[config.mk]
export PLATFORM = sky130hd
export DESIGN_NAME = encoder_parameter_adjuster
export DESIGN_NICKNAME = d
export VERILOG_FILES = /design/src/rtl/core/epa_pkg.sv /design/src/rtl/core/epa_ctrl.sv /design/src/rtl/core/epa_dp.sv /design/src/rtl/core/encoder_parameter_adjuster.sv
export SDC_FILE = /design/constraint.sdc
export NUM_CORES = 1
export LEC_CHECK = 0
export BUFFER_PORTS_ARGS = -buffer_cell sky130_fd_sc_hd__buf_2
export CAP_MARGIN = 20
export CORE_UTILIZATION = 30
export DETAILED_ROUTE_END_ITERATION = 8
export GPL_TIMING_DRIVEN = 0
export SLEW_MARGIN = 20
export SYNTH_ARGS = -nofsm -noshare
export SYNTH_HDL_FRONTEND = slang
export SYNTH_SLANG_ARGS = --single-unit
[constraint.sdc]
create_clock -name clk -period 4 [get_ports clk]
set_clock_uncertainty 0.2 [all_clocks]
set_input_delay 0.2 -clock clk [delete_from_list [all_inputs] [get_ports clk]]
set_output_delay 0.2 -clock clk [all_outputs]
set_load 0.1 [all_outputs]
[src/rtl/core/epa_pkg.sv]
// Shared types, constants and a helper function for the encoder parameter adjuster.
`timescale 1ns / 1ps

package epa_pkg;

  // Fixed limits and constants of the adjuster.
  localparam logic [13:0] FREQ_LIMIT      = 14'd10000;
  localparam logic [5:0]  AMP_LIMIT       = 6'd50;
  localparam logic [15:0] RELOAD_NUM      = 16'd50000;
  localparam logic [13:0] FREQ_RESET      = 14'd1000;
  localparam logic [15:0] RELOAD_RESET    = 16'd50;
  localparam int          DIV_STEPS       = 16;
  localparam int          DIV_CNT_W       = $clog2(DIV_STEPS);

  // Step size codes.
  localparam logic [1:0]  STEP_SEL_ONE      = 2'd0;
  localparam logic [1:0]  STEP_SEL_HUNDRED  = 2'd1;
  localparam logic [1:0]  STEP_SEL_THOUSAND = 2'd2;

  // Register map indices.
  typedef enum logic [1:0] {
    REG_FREQ_EN  = 2'd0,
    REG_AMP_EN   = 2'd1,
    REG_STEP_SEL = 2'd2
  } reg_idx_t;

  typedef enum logic [1:0] {
    ST_IDLE,
    ST_DIV,
    ST_DONE
  } state_t;

  typedef struct packed {
    logic       freq_en;
    logic       amp_en;
    logic [1:0] step_sel;
  } cfg_t;

  typedef struct packed {
    logic req_type;
    logic other_pin_level;
  } in_t;

  typedef struct packed {
    logic        step_taken;
    logic [13:0] frequency_value;
    logic [21:0] tuning_word;
    logic [15:0] timer_reload;
    logic [14:0] timer_compare;
    logic [5:0]  amplitude_value;
    logic [2:0]  amplitude_tens;
    logic [3:0]  amplitude_ones;
  } out_t;

  typedef struct packed {
    logic accept;
    logic div_step;
    logic out_load;
  } dp_cmd_t;

  typedef struct packed {
    logic need_div;
    logic div_last;
  } dp_sts_t;

  function automatic logic [9:0] step_size(input logic [1:0] sel);
    logic [9:0] s;
    begin
      unique case (sel)
        STEP_SEL_ONE:      s = 10'd1;
        STEP_SEL_HUNDRED:  s = 10'd100;
        STEP_SEL_THOUSAND: s = 10'd1000;
        default:           s = 10'd0;
      endcase
      return s;
    end
  endfunction

endpackage

[src/rtl/core/epa_ctrl.sv]
// Controller state machine sequencing acceptance, reload division and result hand-off.
`timescale 1ns / 1ps

module epa_ctrl (
  input  logic              clk,
  input  logic              rst,
  input  logic              in_valid,
  output logic              in_stall,
  output logic              out_valid,
  input  logic              out_stall,
  input  epa_pkg::dp_sts_t  sts,
  output epa_pkg::dp_cmd_t  cmd
);

  epa_pkg::state_t state;
  epa_pkg::state_t state_next;

  always_ff @(posedge clk) begin
    if (rst) begin
      state     <= epa_pkg::ST_IDLE;
      out_valid <= 1'b0;
    end else begin
      state <= state_next;
      if (cmd.out_load) begin
        out_valid <= 1'b1;
      end else if (!out_stall) begin
        out_valid <= 1'b0;
      end
    end
  end

  // Next state.
  always_comb begin
    state_next = state;
    unique case (state)
      epa_pkg::ST_IDLE: begin
        if (in_valid) begin
          state_next = sts.need_div ? epa_pkg::ST_DIV : epa_pkg::ST_DONE;
        end
      end
      epa_pkg::ST_DIV: begin
        if (sts.div_last) begin
          state_next = epa_pkg::ST_DONE;
        end
      end
      epa_pkg::ST_DONE: begin
        if (!out_valid || !out_stall) begin
          state_next = epa_pkg::ST_IDLE;
        end
      end
      default: state_next = epa_pkg::ST_IDLE;
    endcase
  end

  // Outputs.
  always_comb begin
    cmd      = '0;
    in_stall = 1'b1;
    unique case (state)
      epa_pkg::ST_IDLE: begin
        in_stall   = 1'b0;
        cmd.accept = in_valid;
      end
      epa_pkg::ST_DIV: begin
        cmd.div_step = 1'b1;
      end
      epa_pkg::ST_DONE: begin
        cmd.out_load = !out_valid || !out_stall;
      end
      default: begin
        in_stall = 1'b1;
      end
    endcase
  end

endmodule

[src/rtl/core/epa_dp.sv]
// Datapath: stored settings, step arithmetic, iterative reload divider and output register.
`timescale 1ns / 1ps

module epa_dp (
  input  logic              clk,
  input  logic              rst,
  input  epa_pkg::cfg_t     cfg,
  input  epa_pkg::in_t      in_data,
  input  epa_pkg::dp_cmd_t  cmd,
  output epa_pkg::dp_sts_t  sts,
  output epa_pkg::out_t     out_data
);

  logic [13:0] freq;
  logic [5:0]  amp;
  logic [15:0] reload;
  logic        step_pend;

  logic [15:0] dvq;
  logic [13:0] dvr;
  logic [13:0] dvd;
  logic [epa_pkg::DIV_CNT_W-1:0] dcnt;

  logic [9:0]  step;
  logic        qual;
  logic        up;
  logic        freq_move;
  logic        f_up_ok;
  logic [13:0] freq_up;
  logic [13:0] f_cl;
  logic [13:0] freq_dn;
  logic [13:0] freq_next;
  logic [5:0]  amp_next;

  logic [14:0] trial;
  logic [14:0] diff;
  logic        ge;
  logic [13:0] rem_n;
  logic [15:0] q_n;

  logic [13:0] amp_x205;
  logic [2:0]  tens;
  logic [6:0]  tens_x10;
  logic [5:0]  ones_full;

  always_comb begin
    step      = epa_pkg::step_size(cfg.step_sel);
    qual      = !in_data.other_pin_level;
    up        = in_data.req_type;
    freq_move = qual && cfg.freq_en && (step != 10'd0);
    f_up_ok   = freq < epa_pkg::FREQ_LIMIT;
    freq_up   = freq + {4'd0, step};
    f_cl      = (freq > epa_pkg::FREQ_LIMIT - 14'd1) ? epa_pkg::FREQ_LIMIT : freq;
    freq_dn   = (f_cl > {4'd0, step}) ? (f_cl - {4'd0, step}) : 14'd0;

    freq_next = freq;
    if (freq_move) begin
      if (up) begin
        if (f_up_ok) begin
          freq_next = freq_up;
        end
      end else begin
        freq_next = freq_dn;
      end
    end

    amp_next = amp;
    if (qual && cfg.amp_en) begin
      if (up) begin
        if (amp < epa_pkg::AMP_LIMIT) begin
          amp_next = amp + 6'd1;
        end
      end else if (amp != 6'd0) begin
        amp_next = amp - 6'd1;
      end
    end

    sts.need_div = freq_move && up && f_up_ok;
    sts.div_last = dcnt == epa_pkg::DIV_CNT_W'(epa_pkg::DIV_STEPS - 1);
  end

  // One restoring division step per cycle.
  always_comb begin
    trial = {dvr, dvq[15]};
    diff  = trial - {1'b0, dvd};
    ge    = trial >= {1'b0, dvd};
    rem_n = ge ? diff[13:0] : trial[13:0];
    q_n   = {dvq[14:0], ge};
  end

  // Digit split by reciprocal multiply; exact for the whole six-bit range.
  always_comb begin
    amp_x205  = 14'(amp) * 14'd205;
    tens      = amp_x205[13:11];
    tens_x10  = 7'(tens) * 7'd10;
    ones_full = amp - tens_x10[5:0];
  end

  always_ff @(posedge clk) begin
    if (rst) begin
      freq      <= epa_pkg::FREQ_RESET;
      amp       <= 6'd0;
      reload    <= epa_pkg::RELOAD_RESET;
      step_pend <= 1'b0;
      dcnt      <= '0;
    end else begin
      if (cmd.accept) begin
        freq      <= freq_next;
        amp       <= amp_next;
        step_pend <= (freq_next != freq) || (amp_next != amp);
        dcnt      <= '0;
      end else if (cmd.div_step) begin
        dcnt <= dcnt + 1'b1;
        if (sts.div_last) begin
          reload <= q_n;
        end
      end
    end
  end

  always_ff @(posedge clk) begin
    if (cmd.accept) begin
      dvq <= epa_pkg::RELOAD_NUM;
      dvr <= 14'd0;
      dvd <= freq_up;
    end else if (cmd.div_step) begin
      dvq <= q_n;
      dvr <= rem_n;
    end
  end

  always_ff @(posedge clk) begin
    if (cmd.out_load) begin
      out_data.step_taken      <= step_pend;
      out_data.frequency_value <= freq;
      out_data.tuning_word     <= {freq, 8'd0};
      out_data.timer_reload    <= reload;
      out_data.timer_compare   <= reload[15:1];
      out_data.amplitude_value <= amp;
      out_data.amplitude_tens  <= tens;
      out_data.amplitude_ones  <= ones_full[3:0];
    end
  end

endmodule

[src/rtl/core/encoder_parameter_adjuster.sv]
// Top level of the encoder parameter adjuster: register port, controller and datapath.
// An edge that raises the frequency passes through the restoring divider for the timer reload
// before its result is loaded into the output register; any other edge goes straight to the
// output register. One transaction is in work at a time, so a new edge is taken only once
// the previous result has been loaded into the output register, which stalls can delay.
// Reset (rst, synchronous, active high) sets frequency 1000, amplitude 0, reload 50.
`timescale 1ns / 1ps

module encoder_parameter_adjuster (
  input  logic           clk,
  input  logic           rst,
  // Configuration port.
  input  logic           psel,
  input  logic           penable,
  input  logic           pwrite,
  input  logic [3:0]     paddr,
  input  logic [31:0]    pwdata,
  output logic [31:0]    prdata,
  output logic           pready,
  // Encoder edge transactions.
  input  logic           in_valid,
  output logic           in_stall,
  input  epa_pkg::in_t   in_data,
  // Result transactions.
  output logic           out_valid,
  input  logic           out_stall,
  output epa_pkg::out_t  out_data
);

  epa_pkg::cfg_t    cfg;
  epa_pkg::dp_cmd_t cmd;
  epa_pkg::dp_sts_t sts;
  logic [1:0]       reg_idx;
  logic             cfg_wr;

  // The register port never inserts wait states. Registers sit on word
  // boundaries, so the low two address bits play no part in decoding.
  assign pready  = 1'b1;
  assign reg_idx = paddr[3:2];
  assign cfg_wr  = psel && penable && pwrite;

  always_ff @(posedge clk) begin
    if (rst) begin
      cfg <= '0;
    end else if (cfg_wr) begin
      unique case (reg_idx)
        epa_pkg::REG_FREQ_EN:  cfg.freq_en  <= pwdata[0];
        epa_pkg::REG_AMP_EN:   cfg.amp_en   <= pwdata[0];
        epa_pkg::REG_STEP_SEL: cfg.step_sel <= pwdata[1:0];
        default: ;
      endcase
    end
  end

  // Reads return the stored register; the unused slot reads as zero.
  always_comb begin
    prdata = 32'd0;
    unique case (reg_idx)
      epa_pkg::REG_FREQ_EN:  prdata = {31'd0, cfg.freq_en};
      epa_pkg::REG_AMP_EN:   prdata = {31'd0, cfg.amp_en};
      epa_pkg::REG_STEP_SEL: prdata = {30'd0, cfg.step_sel};
      default:               prdata = 32'd0;
    endcase
  end

  // The controller accepts one transaction, runs the reload divider when the
  // frequency has been raised, and then hands the settings to the output
  // register, which holds the result while the consumer stalls.
  epa_ctrl u_ctrl (
    .clk       (clk),
    .rst       (rst),
    .in_valid  (in_valid),
    .in_stall  (in_stall),
    .out_valid (out_valid),
    .out_stall (out_stall),
    .sts       (sts),
    .cmd       (cmd)
  );

  // The datapath updates frequency and amplitude at acceptance, the reload after division,
  // and builds the result fields, including the digit split of the amplitude.
  epa_dp u_dp (
    .clk      (clk),
    .rst      (rst),
    .cfg      (cfg),
    .in_data  (in_data),
    .cmd      (cmd),
    .sts      (sts),
    .out_data (out_data)
  );

endmodule

==> results of run 1 <==
-- cells in the mapped netlist (25+ instances only) --
library cell	instances
ha_1	70
nor2_1	66
o21ai_0	45
nand2_1	103
inv_1	54
buf_4	71
clkbuf_1	29
xnor2_1	31
dfxtp_1	78
a21oi_1	89
nor3_1	25
edfxtp_1	57
-- worst paths after layout --
kind | cells past startpoint | end | slack, ns
min reg2reg | 0 | u_dp.out_data[15]$_DFFE_PP_ | 0.23
max reg2reg | 18 | u_dp.step_pend$_SDFFE_PP0P_ | -0.14
max | 18 | u_dp.step_pend$_SDFFE_PP0P_ | -0.14
min | 4 | cfg[2]$_SDFFE_PP0P_ | 0.02
-- sequential cells by signal, summed over array words and instances, names as in the netlist --
| signal | count |
|---|---|
| u_ctrl.state | 2 |
| u_dp.dvd | 14 |
| u_dp.dvr | 14 |
| cfg | 4 |
| u_dp.freq | 14 |
| u_dp.dvq | 16 |
| u_dp.reload | 16 |
| u_dp.out_data | 43 |
| u_dp.amp | 6 |
| u_dp.step_pend | 1 |
| u_ctrl.out_valid | 1 |
| u_dp.dcnt | 4 |
-- power groups by stage --
stage	sequential [µW]	clock, µW	combinational (µW)
after floorplan	1590	0	388
after global placement	1500	0	557
after detailed placement	1500	0	571
after CTS	1460	1530	579
after global routing	1470	1600	610
final	1460	1510	582
-- routing by layer --
metal | global-route usage (%) | share of wire [%] | up-vias
met3 | 2.79 | 5.8 | 27
met2 | 26.7 | 48 | 245
met4 | 5.04 | 1.5 | 0
met1 | 20.4 | 44 | 3422
met5 | 0 | 0 | -
li1 | - | - | 3656
-- layout make-up --
type	count	area share (%)
flip-flops and latches	135	30.4
clock buffers	19	4.18
well taps	378	4.35
plain buffers	108	6.41
multi-input cells	704	44.9
repair buffers	117	6.74
inverters	54	1.99
clock inverters	13	1.01
-- logic make-up (layout without fill, tap and decap cells) --
logic type                 after synthesis  count (layout)  synth area share [%]
muxes                                   24              24                  2.77
buffers and inverters                  164             311                  10.3
adders and majority gates               78              78                  11.9
and+or+nand+nor                        300             300                  16.6
AOI/OAI and AO/OA                      223             223                  16.5
other                                    2              39                0.0866
DFF                                    135             135                  37.7
xor gates and xnor gates                40              40                  4.04
-- stage by stage --
step	util [%]	power, µW	worst slack (ns)
after floorplan	-	1980	0.00832
after global routing	38.7	3670	-0.324
after global placement	34.8	2060	-1.25
final	38.7	3550	-0.141
after detailed placement	35.1	2070	-1.15
after CTS	38.4	3570	-0.0914
-- worst max-delay path, delay by kind of cell (launching register included) --
family / cells / cell delay [ns]
AOI/OAI and AO/OA: 8 / 1.72
adders and majority gates: 2 / 0.45
buffers and inverters: 4 / 0.74
DFF: 1 / 0.35
and+or+nand+nor: 4 / 0.55
-- cell usage in the layout (no fill, tap or decap), types with 5 or more instances in the layout --
cell           instances
conb_1                39
nand2_1              102
nor2_1                63
clkbuf_1              27
a21o_1                 8
and2_1                 7
nor3_1                24
a31oi_1                6
o21a_1                 6
nor2b_1                9
fa_1                   7
nand3_1               24
buf_4                 96
a21oi_1               83
or2_2                  7
ha_4                   6
nand2b_1              11
dfxtp_2                7
nand4_1               13
ha_1                  60
dfxtp_1               65
buf_2                 88
inv_1                 47
clkbuf_16             18
dlygate4sd3_1          5
edfxtp_1              57
nor4_1                 5
dfxtp_4                6
or3_1                 10
a211oi_1              11
xnor2_1               29
mux2i_1               24
xor2_1                 9
o21ai_0               42
-- repair_timing --
action / in CTS / in global routing
endpoints found under the hold margin: 5 / 0
pin swaps: 10 / 2
gates resized for setup: 49 / 9
buffers inserted: 15 / 7
endpoints found under the setup margin: 14 / 5
hold buffers: 5 / 0
==> impl_metrics.toml, run 1 <==
[min_path]
min_from = "paddr[2]"
hold_class = "input pin to flop"

[clocking]
clockBufferDepth = 2
cts-root-buf = "clkbuf_16"
clock_sinks = 135
cts_buffers = 17
cts_tree = "built"
clk_transition_reported_paths_ns = 0.06
worstSkewPairLatency_ns = 0.42
htreeDepth = 4

[detailed_routing]
antenna_left = 0
vias = 7350
drt_pass1_iterations = 7
drt_iter0_markers = 572
wl_per_cell_um = 15.0
viasPerCell = 4.81
drc = 0
wl_um = 22900

[power]
clkPwrFrac_pct = 42.4
pwr_density_cell_nw_per_um2 = 327
seqPwrFrac_pct = 41.2
leakagePower_uw = 0.00461
p_comb_share_pct = 16.4
p_sw_uw = 1130
p_int_uw = 2420
ir_drop_v = 0.000263
swShare_pct = 31.9

[sta]
period_needed_ns = 4.14
relSlewSlack_pct = 46.3
hold_viol = 0
period_share_pct = 104
fin_ws_ns = -0.141
setup_tns_ns = -0.223
fmax_mhz = 241
setup_viol = 2
maxSlewViolCount = 0
fin_hold_ws_ns = 0.0197
worstMarginPinSlew_ns = 0.797
rsz0062_at_grt = "true"

[synth]
yosysTopAreaCellShare_pct = 19.7
synth_cell_type_count = 73
ys.flop_type = "dfxtp_1"
synth_warnings = 0
synth.largest_area_cell = "edfxtp_1"
synth_area_per_cell_um2 = 8.98
synth_area_um2 = 8670
synthTopCellsByArea = "edfxtp_1 (20%), dfxtp_1 (18%), ha_1 (10%), buf_4 (6.1%), a21oi_1 (5.1%)"
synth-edff-count = 57
synth_cells = 966
async_reset_ff_share_pct = 0
ys_seq_area_share_pct = 37.7
synth_seq_cells = 135

[finish]
antennaDiodeCount = 0
final_cells = 1528
final_area_um2 = 10900
multiInputGateArea_um2 = 4890
seq_area_um2 = 3300
drive_gt1_share_pct = 25.4
nets = 1260
syn2layout_area_growth_pct = 25.4
nFillCells = 2854

[global_route]
grt_pass1_vias = 6863
grt_start_max_net_pins = 21
grt-ovfl-total = 0
track_usage_pct = 15.8
grt_first_pass_wirelength_um = 36300
antenna_found_initial = 0

[flow_run]
cap_violations = 0

[die]
die_y_um = 172
dieArea_um2 = 29600
num_rows = 61
start_util_pct = 30.9
core_um2 = 28100
fp.dieW_um = 172
num_io_pins = 161

[outcome]
status = "finished with violations"
violations = "negative setup slack"

[placement]
placed_cells = 1471
io_buffers = 87
gp_congestion = 0.910
place_hpwl_um = 16900
place_area_um2 = 9860

[setup_path]
crit_type = "flop to flop"
crit_slowest_cell = "a2111oi_4"
crit_chain = "buf_4 > o21ai_4 > o21a_1 > buf_4 > buf_4 > nand2_1 > ha_1 > ha_1 > nand2b_1 > a21oi_4 > buf_4 > o31a_1 > nor3_1 > o21a_1 > a2111oi_4 > nand4_1 > o31ai_4 > a211oi_1"
cp.required_ns = 4.08
reg2reg_from = "u_dp.freq[12]$_SDFFE_PP0P_"
worst-path-max-fanout = 10
arrival_ns = 4.22
max_stage_delay_ns = 0.37
cp-start-kind = "flop"
crit_top_cell = "buf_4"
end_kind = "flop"
critical_path.startpoint = "u_dp.freq[12]$_SDFFE_PP0P_"
No activity file was read; power rests on OpenSTA's default activity.
==> run 2: changes to the inputs <==
--- a/config.mk
+++ b/config.mk
@@ -7,9 +7,10 @@
 export LEC_CHECK = 0
 export BUFFER_PORTS_ARGS = -buffer_cell sky130_fd_sc_hd__buf_2
 export CAP_MARGIN = 20
-export CORE_UTILIZATION = 30
+export CORE_UTILIZATION = 51
 export DETAILED_ROUTE_END_ITERATION = 8
 export GPL_TIMING_DRIVEN = 0
+export PLACE_DENSITY = 0.77
 export SLEW_MARGIN = 20
 export SYNTH_ARGS = -nofsm -noshare
 export SYNTH_HDL_FRONTEND = slang
==> constraint.sdc (replaced) <==
create_clock -name clk -period 4 [get_ports clk]
set_clock_uncertainty 0.2 [all_clocks]
set_input_delay 0.2 -clock clk [delete_from_list [all_inputs] [get_ports clk]]
set_output_delay 0.2 -clock clk [all_outputs]
set_load 0.005 [all_outputs]
==> impl_metrics.toml, run 2 (synthesis gave the netlist of run 1 again) <==
[sta]
rsz0062_at_grt = "true"
maxSlewViolCount = 0
fin_hold_ws_ns = 0.0240
worstMarginPinSlew_ns = 0.852
hold_viol = 0
fin_ws_ns = -0.200
fmax_mhz = 238
relSlewSlack_pct = 43.0
period_needed_ns = 4.20
period_share_pct = 105
setup_viol = 2

[power]
ir_drop_v = 0.000317
swShare_pct = 25.8
p_int_uw = 2380
clkPwrFrac_pct = 45.7
seqPwrFrac_pct = 45.7
p_comb_share_pct = 8.6
leakagePower_uw = 0.00462
pwr_density_cell_nw_per_um2 = 300
p_sw_uw = 825

[detailed_routing]
antenna_left = 0
drc = 0
wl_um = 22100
drt_pass1_iterations = 6
vias = 7583
viasPerCell = 5.51
drt_iter0_markers = 568
wl_per_cell_um = 16.0

[placement]
dpl_worst_slack_ns = -1.09
placed_cells = 1313
place_hpwl_um = 15700
io_buffers = 87
gp_congestion = 0.934

[finish]
final_core_util_pct = 64.4
nets = 1265
most-common-layout-cells = "nand2_1 (102), buf_4 (97), buf_2 (88)"
nFillCells = 1351
top_register = "u_dp.out_data"
antennaDiodeCount = 0
final_cells = 1375
largest_reg_flops = 43
reg.largest.list = "u_dp.out_data (43), u_dp.dvq (16), u_dp.reload (16)"
syn2layout_area_growth_pct = 23.2
drive_gt1_share_pct = 25.5
final_common_cell = "nand2_1"

[flow_run]
cap_violations = 0

[die]
core_um2 = 16600
dieArea_um2 = 17500
start_util_pct = 52.3
fp.dieW_um = 132
die_y_um = 132
num_rows = 47
num_io_pins = 161

[setup_path]
crit_slowest_cell = "dfxtp_4"
crit_chain = "clkinvlp_4 > ha_4 > buf_4 > fa_1 > fa_1 > ha_1 > a21oi_1 > o21ai_2 > a21oi_2 > xnor2_2 > ha_2 > inv_2 > fa_2 > xnor2_2 > xnor2_1 > xnor2_1"
cp.required_ns = 3.97
r2r_slack_ns = -0.20
arrival_ns = 4.17
cp.depth = 16
worstRegToRegCells = 16
worst-path-max-fanout = 8
path_buf_inv = 3
max_stage_delay_ns = 0.41
cp-start-kind = "flop"
crit_type = "flop to flop"
path_delay_family = "adder cells"
end_kind = "flop"

[outcome]
violations = "negative setup slack"
status = "finished with violations"

[min_path]
holdPathStages = 4
hold_class = "input pin to flop"

[clocking]
clk_transition_reported_paths_ns = 0.07
cts-root-buf = "clkbuf_16"
worstSkewPairLatency_ns = 0.43
cts_tree = "built"
clock_sinks = 135
clockBufferDepth = 2
cts_buffers = 17
htreeDepth = 4

[global_route]
grt_start_max_net_pins = 21
grt-ovfl-total = 0
antenna_found_initial = 0
grt_pass1_vias = 7105
grt_first_pass_wirelength_um = 35300
track_usage_pct = 25.4
## run 2: routing by layer
layer | share of wire [%] | vias up | GRT usage [%]
li1 | - | 3684 | -
met1 | 41 | 3554 | 31.7
met2 | 49 | 291 | 43.5
met3 | 6.4 | 54 | 4.71
met4 | 2.8 | 0 | 9.71
met5 | 0 | - | 0
## run 2: layout make-up
cell class / instances / area (µm²) / area share, %
timing repair buffer: 121 / 756 / 7.07
clock inverter: 14 / 115 / 1.08
sequential: 135 / 3300 / 30.9
inverter: 54 / 211 / 1.98
buffer: 109 / 708 / 6.63
multi-input combinational: 704 / 4890 / 45.7
tap: 220 / 275 / 2.58
clock buffer: 18 / 429 / 4.02
## run 2: tightest hold or removal path, delay by kind of cell
kind / cells / cell delay [ns]
buffers and inverters: 1 / 0.15
and+or+nand+nor: 2 / 0.14
AOI/OAI and AO/OA: 1 / 0.13
## run 2: worst paths after layout
path	startpoint	to
setup reg to reg	u_dp.amp[0]$_SDFFE_PP0P_	u_dp.out_data[3]$_DFFE_PP_
setup / recovery	u_dp.amp[0]$_SDFFE_PP0P_	u_dp.out_data[3]$_DFFE_PP_
hold reg to reg	u_dp.reload[10]$_SDFFE_PP0P_	u_dp.out_data[22]$_DFFE_PP_
hold / removal	paddr[2]	cfg[2]$_SDFFE_PP0P_
## run 2: per-stage QoR
step | TNS, ns | power (µW) | cell area [µm²]
3_3_place_gp | -20.08 | 1740 | 9580
5_1_grt | -0.585 | 3290 | 10700
6_report | -0.292 | 3200 | 10700
4_1_cts | -0.266 | 3210 | 10500
2_1_floorplan | 0 | 1670 | 8870
3_5_place_dp | -2.48 | 1750 | 9660
## run 2: what timing repair did
action | CTS | global route
setup endpoints to repair | 15 | 6
pin swaps | 9 | 8
gates resized for setup | 37 | 23
hold endpoints to repair | 6 | 0
hold buffers | 7 | 0
buffers inserted | 14 | 10
## run 2: power groups by stage
stage | registers [µW] | logic (µW) | clock network (µW)
after global placement | 1500 | 241 | 0
after detailed placement | 1500 | 256 | 0
after floorplan | 1500 | 171 | 0
final | 1460 | 275 | 1470
after global routing | 1470 | 297 | 1530
after CTS | 1460 | 268 | 1470
==> run 3: changes to the inputs <==
--- a/config.mk
+++ b/config.mk
@@ -6,10 +6,11 @@
 export NUM_CORES = 1
 export LEC_CHECK = 0
 export BUFFER_PORTS_ARGS = -buffer_cell sky130_fd_sc_hd__buf_2
-export CAP_MARGIN = 20
+export CORE_ASPECT_RATIO = 0.7
 export CORE_UTILIZATION = 51
 export DETAILED_ROUTE_END_ITERATION = 8
 export GPL_TIMING_DRIVEN = 0
+export MAX_ROUTING_LAYER = met4
 export PLACE_DENSITY = 0.77
 export SLEW_MARGIN = 20
 export SYNTH_ARGS = -nofsm -noshare
==> impl_metrics.toml, run 3 (synthesis gave the netlist of run 1 again) <==
[outcome]
status = "finished with violations"
violations = "negative setup slack"

[setup_path]
crit_type = "flop to flop"
cp.depth = 19
arrival_ns = 4.08
worstRegToRegCells = 19
crit_end = "u_dp.out_data[3]$_DFFE_PP_"
reg2reg_from = "u_dp.amp[3]$_SDFFE_PP0P_"
cp.required_ns = 3.96
crit_chain = "ha_4 > ha_4 > inv_2 > fa_1 > inv_1 > ha_1 > nand4_1 > o21bai_1 > a21o_1 > a21oi_2 > o21ai_2 > a21oi_2 > xnor2_2 > ha_2 > inv_2 > fa_2 > xnor2_2 > xnor2_1 > xnor2_1"
worst-path-max-fanout = 4
rr_endpoint = "u_dp.out_data[3]$_DFFE_PP_"
cp-start-kind = "flop"
path_buf_inv = 3
r2r_slack_ns = -0.12
path_delay_family = "adder cells"
max_stage_delay_ns = 0.51
crit_slowest_cell = "fa_1"
critical_path.startpoint = "u_dp.amp[3]$_SDFFE_PP0P_"
end_kind = "flop"

[global_route]
grt_start_max_net_pins = 24
grt-ovfl-total = 0
antenna_found_initial = 0
grt_pass1_vias = 6852
track_usage_pct = 26.9
grt_first_pass_wirelength_um = 35500

[sta]
hold_viol = 0
rsz0062_at_grt = "true"
worstMarginPinSlew_ns = 0.748
maxSlewViolCount = 0
setup_viol = 2
fin_hold_ws_ns = 0.0232
fmax_mhz = 242
fin_ws_ns = -0.124
period_needed_ns = 4.12
relSlewSlack_pct = 49.6
period_share_pct = 103

[finish]
syn2layout_area_growth_pct = 22.4
final_area_um2 = 10600
nFillCells = 1357
largest_reg_flops = 43
drive_gt1_share_pct = 24.2
reg.largest.list = "u_dp.out_data (43), u_dp.dvq (16), u_dp.reload (16)"
final_core_util_pct = 64.4
final_common_cell = "nand2_1"
nets = 1254
top_register = "u_dp.out_data"
most-common-layout-cells = "nand2_1 (102), buf_2 (90), buf_4 (86)"
antennaDiodeCount = 0

[power]
clkPwrFrac_pct = 48.7
p_sw_uw = 760
ir_drop_v = 0.000298
leakagePower_uw = 0.00459
p_int_uw = 2620
p_comb_share_pct = 8.0
swShare_pct = 22.5
seqPwrFrac_pct = 43.3
pwr_density_cell_nw_per_um2 = 318

[placement]
dpl_worst_slack_ns = -0.848
place_area_um2 = 9650
place_hpwl_um = 16400
gp_congestion = 0.934
io_buffers = 87

[die]
num_io_pins = 161
fp.dieW_um = 158
num_rows = 39
dieArea_um2 = 17500
die_y_um = 111
core_um2 = 16500
start_util_pct = 52.6

[clocking]
cts-root-buf = "clkbuf_16"
clock_sinks = 135
htreeDepth = 4
cts_tree = "built"
cts_buffers = 17
worstSkewPairLatency_ns = 0.42
clockBufferDepth = 2
clk_transition_reported_paths_ns = 0.06

[detailed_routing]
wl_um = 22300
drt_pass1_iterations = 7
viasPerCell = 5.49
antenna_left = 0
drc = 0
vias = 7514
wl_per_cell_um = 16.3
drt_iter0_markers = 830

[min_path]
hold_class = "input pin to flop"
min_from = "in_valid"

[flow_run]
cap_violations = 0
run 3: worst register-to-register path, delay by kind of cell, from the launching register on:
family,cells,cell delay [ns]
flops,1,0.37
fa+ha+maj,6,1.84
simple gates,1,0.09
xor+xnor,4,0.53
buf+inv,3,0.12
compound gates,5,0.73
run 3: layout make-up:
type	count	area, µm²	area share [%]
Multi-Input combinational cell	704	4840	45.6
Sequential cell	135	3310	31.1
Buffer	108	702	6.61
Timing Repair Buffer	111	662	6.23
Clock buffer	21	483	4.55
Tap cell	225	282	2.65
Inverter	54	205	1.93
Clock inverter	11	143	1.34
run 3: how the worst min path moves through the flow:
stage                                        end  cells past startpoint  slack [ns]
finish              u_ctrl.state[1]$_SDFFE_PP0P_                      5        0.02
global route           u_dp.freq[6]$_SDFFE_PP1P_                      2        0.05
CTS                 u_ctrl.state[1]$_SDFFE_PP0P_                      5       0.009
detailed placement   u_dp.out_data[26]$_DFFE_PP_                      0        0.22
global placement     u_dp.out_data[22]$_DFFE_PP_                      0        0.22
floorplan                    cfg[3]$_SDFFE_PP0P_                      2        0.15
run 3: through the flow:
| step | cells | setup TNS, ns | total power [µW] |
|---|---|---|---|
| floorplan | 1003 | 0 | 1670 |
| CTS | 1364 | -0.217 | 3390 |
| global route | 1369 | -0.646 | 3490 |
| finish | 1369 | -0.210 | 3380 |
| detailed placement | 1317 | -1.95 | 1750 |
| global placement | 1315 | -24.36 | 1740 |
run 3: repair_timing:
item	in CTS	in global routing
endpoints found under the hold margin	5	0
pin swaps	4	8
gates resized for setup	27	21
buffers inserted	11	5
hold buffers	6	0
endpoints found under the setup margin	11	4
run 3: power by group through the flow:
stage	Clock, µW	Combinational, µW	Sequential [µW]
finish	1650	269	1460
global route	1730	294	1470
CTS	1660	262	1470
detailed placement	0	255	1500
global placement	0	243	1500
floorplan	0	171	1500
run 3: layer usage:
| metal | GRT usage [%] | wire length [µm] | vias up |
|---|---|---|---|
| li1 | - | - | 3650 |
| met1 | 40.0 | 10800 | 3496 |
| met2 | 36.8 | 9180 | 345 |
| met3 | 5.32 | 2050 | 23 |
| met4 | 6.99 | 252 | 0 |
| met5 | - | 0 | - |
